--- config.mk ---
export PLATFORM = sky130hd
export DESIGN_NAME = rotary_encoder_interface
export DESIGN_NICKNAME = d
export VERILOG_FILES = /design/src/rei_pkg.sv /design/src/rei_quad.sv /design/src/rei_button.sv /design/src/rotary_encoder_interface.sv
export VERILOG_INCLUDE_DIRS = /design/src /design/src/src
export SDC_FILE = /design/constraint.sdc
export NUM_CORES = 1
export LEC_CHECK = 0
export BUFFER_PORTS_ARGS = -buffer_cell sky130_fd_sc_hd__buf_2
export CORE_UTILIZATION = 58
export DETAILED_ROUTE_END_ITERATION = 6
export PLACE_DENSITY = 0.79
export RECOVER_POWER = 50
export SYNTH_ARGS = -nofsm -noshare
export SYNTH_HDL_FRONTEND = slang
export SYNTH_SLANG_ARGS = --single-unit
export TNS_END_PERCENT = 50
--- constraint.sdc ---
create_clock -name clk -period 3.5 [get_ports clk]
set_clock_uncertainty 0.05 [all_clocks]
set_input_delay 0.175 -clock clk [delete_from_list [all_inputs] [get_ports clk]]
set_output_delay 0.175 -clock clk [all_outputs]
set_load 0.05 [all_outputs]
--- src/rotary_encoder_interface_macros.svh ---
// Assertion helpers for the rotary encoder interface.
// Both sample on the rising edge of clk and are off while arst_n is low.
`ifndef ROTARY_ENCODER_INTERFACE_MACROS_SVH
`define ROTARY_ENCODER_INTERFACE_MACROS_SVH

// Property that must hold in the same cycle.
`define REI_ASSERT(name, prop, msg) \
	name: assert property (@(posedge clk) disable iff (!arst_n) (prop)) else $error(msg);

// Condition that must hold in the cycle after the trigger.
`define REI_ASSERT_NEXT(name, trig, cons, msg) \
	name: assert property (@(posedge clk) disable iff (!arst_n) (trig) |=> (cons)) \
		else $error(msg);

`endif

--- src/rei_pkg.sv ---
`default_nettype none

package rei_pkg;

	localparam int COUNT_WIDTH = 8;
	localparam int TICK_WIDTH  = 8;

	localparam logic [TICK_WIDTH-1:0] DEBOUNCE_RESET = TICK_WIDTH'(20);

	typedef enum logic [1:0] {
		REQ_PIN    = 2'd0,
		REQ_TICK   = 2'd1,
		REQ_STEPS  = 2'd2,
		REQ_BUTTON = 2'd3
	} req_t;

	typedef enum logic [1:0] {
		EVT_NONE     = 2'd0,
		EVT_PRESSED  = 2'd1,
		EVT_RELEASED = 2'd2
	} btn_evt_t;

	localparam logic [5:0] DIR_MASK   = 6'h30;
	localparam logic [5:0] DIR_CW     = 6'h10;
	localparam logic [5:0] DIR_CCW    = 6'h20;
	localparam logic [5:0] STATE_MASK = 6'h0f;

	// next state / direction, indexed by [state][{phase_b, phase_a}]
	localparam logic [5:0] STEP_TABLE [8][4] = '{
		'{6'h00, 6'h02, 6'h04, 6'h00},
		'{6'h03, 6'h00, 6'h01, 6'h10},
		'{6'h03, 6'h02, 6'h00, 6'h00},
		'{6'h03, 6'h02, 6'h01, 6'h00},
		'{6'h06, 6'h00, 6'h04, 6'h00},
		'{6'h06, 6'h05, 6'h00, 6'h20},
		'{6'h06, 6'h05, 6'h04, 6'h00},
		'{6'h00, 6'h02, 6'h04, 6'h00}
	};

	typedef struct packed {
		req_t req;
		logic phase_a;
		logic phase_b;
		logic button_level;
	} rei_item_t;

	typedef struct packed {
		logic      fire;
		rei_item_t item;
	} rei_ctl_t;

endpackage

`default_nettype wire

--- src/rei_quad.sv ---
`default_nettype none

module rei_quad import rei_pkg::*; (
	input  wire logic                   clk,
	input  wire logic                   arst_n,
	input  wire rei_ctl_t               ctl,
	output logic     [COUNT_WIDTH-1:0]  count
);

	logic [2:0]             state_q;
	logic [COUNT_WIDTH-1:0] count_q;
	logic [5:0]             nxt;
	logic [5:0]             dir;

	assign nxt   = STEP_TABLE[state_q][{ctl.item.phase_b, ctl.item.phase_a}];
	assign dir   = nxt & DIR_MASK;
	assign count = count_q;

	always_ff @(posedge clk or negedge arst_n) begin
		if (!arst_n) begin
			state_q <= '0;
			count_q <= '0;
		end else if (ctl.fire) begin
			case (ctl.item.req)
				REQ_PIN: begin
					state_q <= 3'(nxt & STATE_MASK);
					if (dir == DIR_CW) begin
						count_q <= count_q + COUNT_WIDTH'(1);
					end else if (dir == DIR_CCW) begin
						count_q <= count_q - COUNT_WIDTH'(1);
					end
				end
				REQ_STEPS: count_q <= '0;
				default: ;
			endcase
		end
	end

endmodule

`default_nettype wire

--- src/rei_button.sv ---
`default_nettype none

module rei_button import rei_pkg::*; (
	input  wire logic                  clk,
	input  wire logic                  arst_n,
	input  wire logic                  cfg_we,
	input  wire logic [TICK_WIDTH-1:0] cfg_wdata,
	input  wire rei_ctl_t              ctl,
	output btn_evt_t                   event_code
);

	logic [TICK_WIDTH-1:0] ticks_q;
	logic [TICK_WIDTH-1:0] cnt_q;
	logic [TICK_WIDTH-1:0] cnt_inc;
	logic                  stable_q;
	logic                  pressed;
	btn_evt_t              evt_q;

	assign pressed    = ~ctl.item.button_level;
	assign cnt_inc    = cnt_q + TICK_WIDTH'(1);
	assign event_code = evt_q;

	always_ff @(posedge clk or negedge arst_n) begin
		if (!arst_n) begin
			ticks_q <= DEBOUNCE_RESET;
		end else if (cfg_we) begin
			ticks_q <= cfg_wdata;
		end
	end

	always_ff @(posedge clk or negedge arst_n) begin
		if (!arst_n) begin
			cnt_q    <= '0;
			stable_q <= 1'b0;
			evt_q    <= EVT_NONE;
		end else if (ctl.fire) begin
			case (ctl.item.req)
				REQ_TICK: begin
					if (pressed != stable_q) begin
						if (cnt_inc == ticks_q) begin
							cnt_q    <= '0;
							stable_q <= pressed;
							evt_q    <= pressed ? EVT_PRESSED : EVT_RELEASED;
						end else begin
							cnt_q <= cnt_inc;
						end
					end else begin
						cnt_q <= '0;
					end
				end
				REQ_BUTTON: evt_q <= EVT_NONE;
				default: ;
			endcase
		end
	end

endmodule

`default_nettype wire

--- src/rotary_encoder_interface.sv ---
// Rotary encoder interface: quadrature detent counter plus debounced button.
// Input channel (in_valid/in_ready) carries one request word: req_type with
// phase_a/phase_b for a pin change, button_level for a debounce tick, or a
// read of the step count or the latched button event.
// Output channel (out_valid/out_ready) returns one word per read request:
// steps_read for a step read, button_read for a button read, the other 0.
// Pin changes and ticks give no output word.
// A word lands in the input register on acceptance; a read's result is then
// loaded into the output register, raising out_valid, once that register is free.
// Throughput: one request per cycle unless a read stalls; the input and output
// register each hold one word, so a new request is taken while a result waits.
// When the receiver stalls, a read waiting in the input register holds until
// the output register frees; pin changes and ticks keep flowing meanwhile
// only up to that read, since order is kept.
// cfg_we/cfg_wdata write debounce_ticks; users write only while idle (unchecked).
// Reset clears the decoder to its start state, the count, the button state
// and event, and sets debounce_ticks to 20.
`default_nettype none
`include "rotary_encoder_interface_macros.svh"

module rotary_encoder_interface import rei_pkg::*; (
	input  wire  logic                  clk,
	input  wire  logic                  arst_n,
	input  wire  logic                  cfg_we,
	input  wire  logic [TICK_WIDTH-1:0] cfg_wdata,
	input  wire  logic                  in_valid,
	output logic                        in_ready,
	input  wire  logic [1:0]            req_type,
	input  wire  logic                  phase_a,
	input  wire  logic                  phase_b,
	input  wire  logic                  button_level,
	output logic                        out_valid,
	input  wire  logic                  out_ready,
	output logic signed [7:0]           steps_read,
	output logic       [1:0]            button_read
);

	logic                   valid_s1;
	rei_item_t              item_s1;
	logic                   has_res;
	logic                   out_free;
	logic                   fire_s1;
	rei_ctl_t               ctl;
	logic [COUNT_WIDTH-1:0] count;
	btn_evt_t               event_code;
	logic                   out_valid_q;
	logic [7:0]             steps_q;
	logic [1:0]             button_q;

	assign has_res  = (item_s1.req == REQ_STEPS) || (item_s1.req == REQ_BUTTON);
	assign out_free = !out_valid_q || out_ready;
	assign fire_s1  = valid_s1 && (!has_res || out_free);
	assign in_ready = !valid_s1 || fire_s1;

	assign ctl.fire = fire_s1;
	assign ctl.item = item_s1;

	always_ff @(posedge clk or negedge arst_n) begin
		if (!arst_n) begin
			valid_s1 <= 1'b0;
		end else if (in_ready) begin
			valid_s1 <= in_valid;
		end
	end

	always_ff @(posedge clk) begin
		if (in_ready && in_valid) begin
			item_s1.req          <= req_t'(req_type);
			item_s1.phase_a      <= phase_a;
			item_s1.phase_b      <= phase_b;
			item_s1.button_level <= button_level;
		end
	end

	rei_quad u_quad (
		.clk    (clk),
		.arst_n (arst_n),
		.ctl    (ctl),
		.count  (count)
	);

	rei_button u_button (
		.clk        (clk),
		.arst_n     (arst_n),
		.cfg_we     (cfg_we),
		.cfg_wdata  (cfg_wdata),
		.ctl        (ctl),
		.event_code (event_code)
	);

	always_ff @(posedge clk or negedge arst_n) begin
		if (!arst_n) begin
			out_valid_q <= 1'b0;
		end else if (fire_s1 && has_res) begin
			out_valid_q <= 1'b1;
		end else if (out_ready) begin
			out_valid_q <= 1'b0;
		end
	end

	always_ff @(posedge clk) begin
		if (fire_s1 && has_res) begin
			if (item_s1.req == REQ_STEPS) begin
				steps_q  <= 8'(count);
				button_q <= EVT_NONE;
			end else begin
				steps_q  <= '0;
				button_q <= event_code;
			end
		end
	end

	assign out_valid   = out_valid_q;
	assign steps_read  = signed'(steps_q);
	assign button_read = button_q;

	`REI_ASSERT_NEXT(a_res_load, fire_s1 && has_res, out_valid_q, "read result not loaded")
	`REI_ASSERT(a_no_clobber, !(valid_s1 && has_res && out_valid_q && !out_ready) || !fire_s1,
		"result register overwritten while stalled")
	`REI_ASSERT(a_one_field, !out_valid_q || steps_q == 8'd0 || button_q == 2'd0,
		"both result fields set")
	`REI_ASSERT(a_evt_code, !out_valid_q || button_q != 2'd3, "illegal button event code")

endmodule

`default_nettype wire
==> results.cfg <==
[floorplanning]
floorplan.initialDensity_pct = 62.8
boundaryPins = 30
core.rowCount = 23
die_area_um2 = 4760
die_height_um = 69.0
die-width_um = 69.0
floorplan.core_area_um2 = 4140

[timing]
min_period_over_period_pct = 82.4
fin_setup_tns_ns = 0
timing.final.max_slew_violations = 33
maxSlewHeadroom_pct = -13.0
timing.fmax_mhz = 347
unrepaired_setup_endpoints_after_global_routing = false
max_slew.worst_pin.slew_ns = 1.69
min_period_ns = 2.88
setup_violations = 0
worst_slack_ns = 0.617
endpoints_failing_hold = 0

[global_route]
grt_pass1_vias = 1796
grt_overflow_total = 0
grtUsageTotal_pct = 24.0
antenna_found_initial = 0
grt_pass1_wl_um = 8430
grt_start_max_net_pins = 33

[yosys]
synth_fp_nets = 280
synth_top_flop_cell = dfrtp_1
synth_enable_flop_cells = 15
ys_types = 50
async_reset_ff_share_pct = 68.1
ys_ff_latch = 47
mapped_area_um2 = 2600
syn_avg_cell_area_um2 = 10.4
synth.yosys.warnings = 0
netlist_instances = 251
synth_seq_area_share_pct = 48.2

[worst_setup_path]
max_stage_delay_ns = 0.44
cp_top_family = compound AO/OA/AOI/OAI gates
crit_chain = inv_1 > ha_1 > nand3_1 > or2_2 > ha_1 > a21o_1 > a211oi_1 > nor2_1 > o41ai_2 > mux2i_1 > o311ai_0
worst_setup_path_end_kind = flip-flop
worst_setup_path_startpoint = u_quad.state_q[1]
critPathSlowestCell = dfrtp_1
worst_r2r_endpoint = u_quad.count[7]
cell_repeated_most_along_the_worst_path = ha_1
crit_buf_inv = 1
required_time_worst_endpoint_ns = 3.60
length_in_cells_of_the_worst_reg_to_reg_path = 11
crit_cells = 11
r2r_setup_slack_ns = 0.62
worst_setup_path_class = flip-flop to flip-flop
worstSetupStartpointType = flip-flop
regToRegStartpoint = u_quad.state_q[1]
crit_fanout = 9
worstPathArrival_ns = 2.98
worstSetupEndpoint = u_quad.count[7]

[clock_tree]
cts-buffers-inserted = 5
cts_num_sinks = 47
postCtsSetupBuffers = 0
ctsLongestPathBuffers = 2
cts_tree = built
clk_transition_reported_paths_ns = 0.09
worst_skew_pair.late_latency_ns = 0.30
htreeDepth = 2
root_buffer = clkbuf_8

[flow_run]
drv_cap = 1

[drt]
first_pass_iters = 4
detail_route.iter0.violations = 165
wl_um = 4920
via_count = 1978
drt-vias-per-instance = 5.98
post_drt_wl_per_cell_um = 14.9
route.antenna.remaining_nets = 0
drc = 0

[cells_and_area]
layout_commonest_cell = dfrtp_1
multi_input_area_um2 = 1240
area.sequential_um2 = 1250
layoutNonFillerInstCount = 331
fill_cells = 314
layout.nets = 309
post_route_cells_drive_above_1_share_pct = 15.7
area_growth_syn_to_layout_pct = 11.6
insertedDiodeCount = 0
final_area_um2 = 2900
most_frequent_cells_in_the_layout = dfrtp_1, nand2_1, buf_2

[place]
detailed_place_hpwl_um = 3450
port_buffers = 29
gpl.final_weighted_congestion = 0.876
place.detailed.instances = 317
pre_cts_slack_ns = 0.652
post_dp_cell_area_um2 = 2740

[power_and_ir_drop]
pwr_density_cell_nw_per_um2 = 615
power_w = 0.00179
peakVddDrop_mv = 0.378
leakage_nw = 1.21

[outcome]
outcome = finished, violations left
failed_checks = max-capacitance violations, max-slew violations

[hold_path]
holdCritPathClass = primary input to flip-flop
==> worst reg2reg max path, stage by stage (launching register included) <==
cell and delay [ns]:
dfrtp_1 0.44, inv_1 0.11, ha_1 0.19, nand3_1 0.07, or2_2 0.38, ha_1 0.30
a21o_1 0.19, a211oi_1 0.23, nor2_1 0.10, o41ai_2 0.33, mux2i_1 0.22, o311ai_0 0.13
==> power breakdown <==
group          internal, W  switching (W)
Clock             0.000213       0.000187
Sequential        0.000667       0.000116
Combinational     0.000278       0.000325
Total              0.00116       0.000629
==> layer usage <==
metal	global-route usage, %	wire length [µm]
met1	32.9	2250
met2	36.8	2240
met3	5.26	343
met4	9.44	85
met5	0	0
==> synth_stat cells, types with 2 or more instances <==
master     n  share of area (%)
o22ai_1    2               0.48
a21o_1     2               0.58
mux2i_1    3                1.2
clkbuf_1  10                1.4
o41ai_1    4                1.3
a31oi_1    5                1.2
mux2_2     8                3.5
dfstp_2    2                2.0
o21a_1     4                1.2
o31ai_1    2               0.58
xnor2_1   10                3.4
and2_1     9                2.2
and3_1     3               0.72
nor2_1    12                1.7
nor4_1     5                1.2
nand2_1   25                3.6
nor3_1     6                1.2
o21ai_0   15                2.9
edfxtp_1  15                 17
or3_1      2               0.48
ha_1      10                4.8
nand3_2    2               0.77
buf_6      2               0.87
a21oi_1    4               0.77
nand3_1    8                1.5
nor2b_1    8                1.9
inv_1     10                1.4
nand2b_1   4               0.96
a22o_1     2               0.67
xor2_1     5                1.7
dfrtp_1   30                 29
or2_2      3               0.72
nand4_1    2               0.48
==> registers in the layout (all words and copies together), names as in the netlist <==
signal               flops
button_read              2
ctl                      5
out_valid                1
steps_read               8
u_button.cnt_q           8
u_button.event_code      2
u_button.stable_q        1
u_button.ticks_q         8
u_quad.count             8
u_quad.state_q           3
valid_s1                 1
==> logic make-up after synthesis <==
family          synth area share, %
buf+inv                        4.04
flops                          48.2
fa+ha+maj                      5.58
simple gates                   19.0
mux                            4.62
xor+xnor                       5.05
compound gates                 13.6
==> area by class of cell <==
cell class | instances | area share (%)
Inverter | 10 | 1.29
Sequential cell | 47 | 43.2
Clock inverter | 3 | 1.51
Timing Repair Buffer | 35 | 6.68
Multi-Input combinational cell | 181 | 42.8
Clock buffer | 5 | 2.37
Tap cell | 50 | 2.16
==> repair_timing <==
action | CTS | global route
hold buffers | 6 | 0
hold endpoints to repair | 35 | 0
gates resized for setup | 0 | 0
==> worst min path at each step <==
stage                     cells past startpoint         start                  end
after floorplan                               0        arst_n            out_valid
after global placement                        1        arst_n    u_quad.state_q[2]
after detailed placement                      1        arst_n    u_quad.state_q[1]
after CTS                                     2      in_valid             valid_s1
after global routing                          2  cfg_wdata[3]  u_button.ticks_q[3]
final                                         2  cfg_wdata[3]  u_button.ticks_q[3]
==> stage by stage <==
stage	util, %	hold slack (ns)
after floorplan	-	-0.171
after global placement	66.2	0.226
after detailed placement	66.2	0.226
after CTS	70.3	0.0272
after global routing	70.0	0.0417
final	70.0	0.0529
Note: power is estimated with default switching activity, not from simulation.
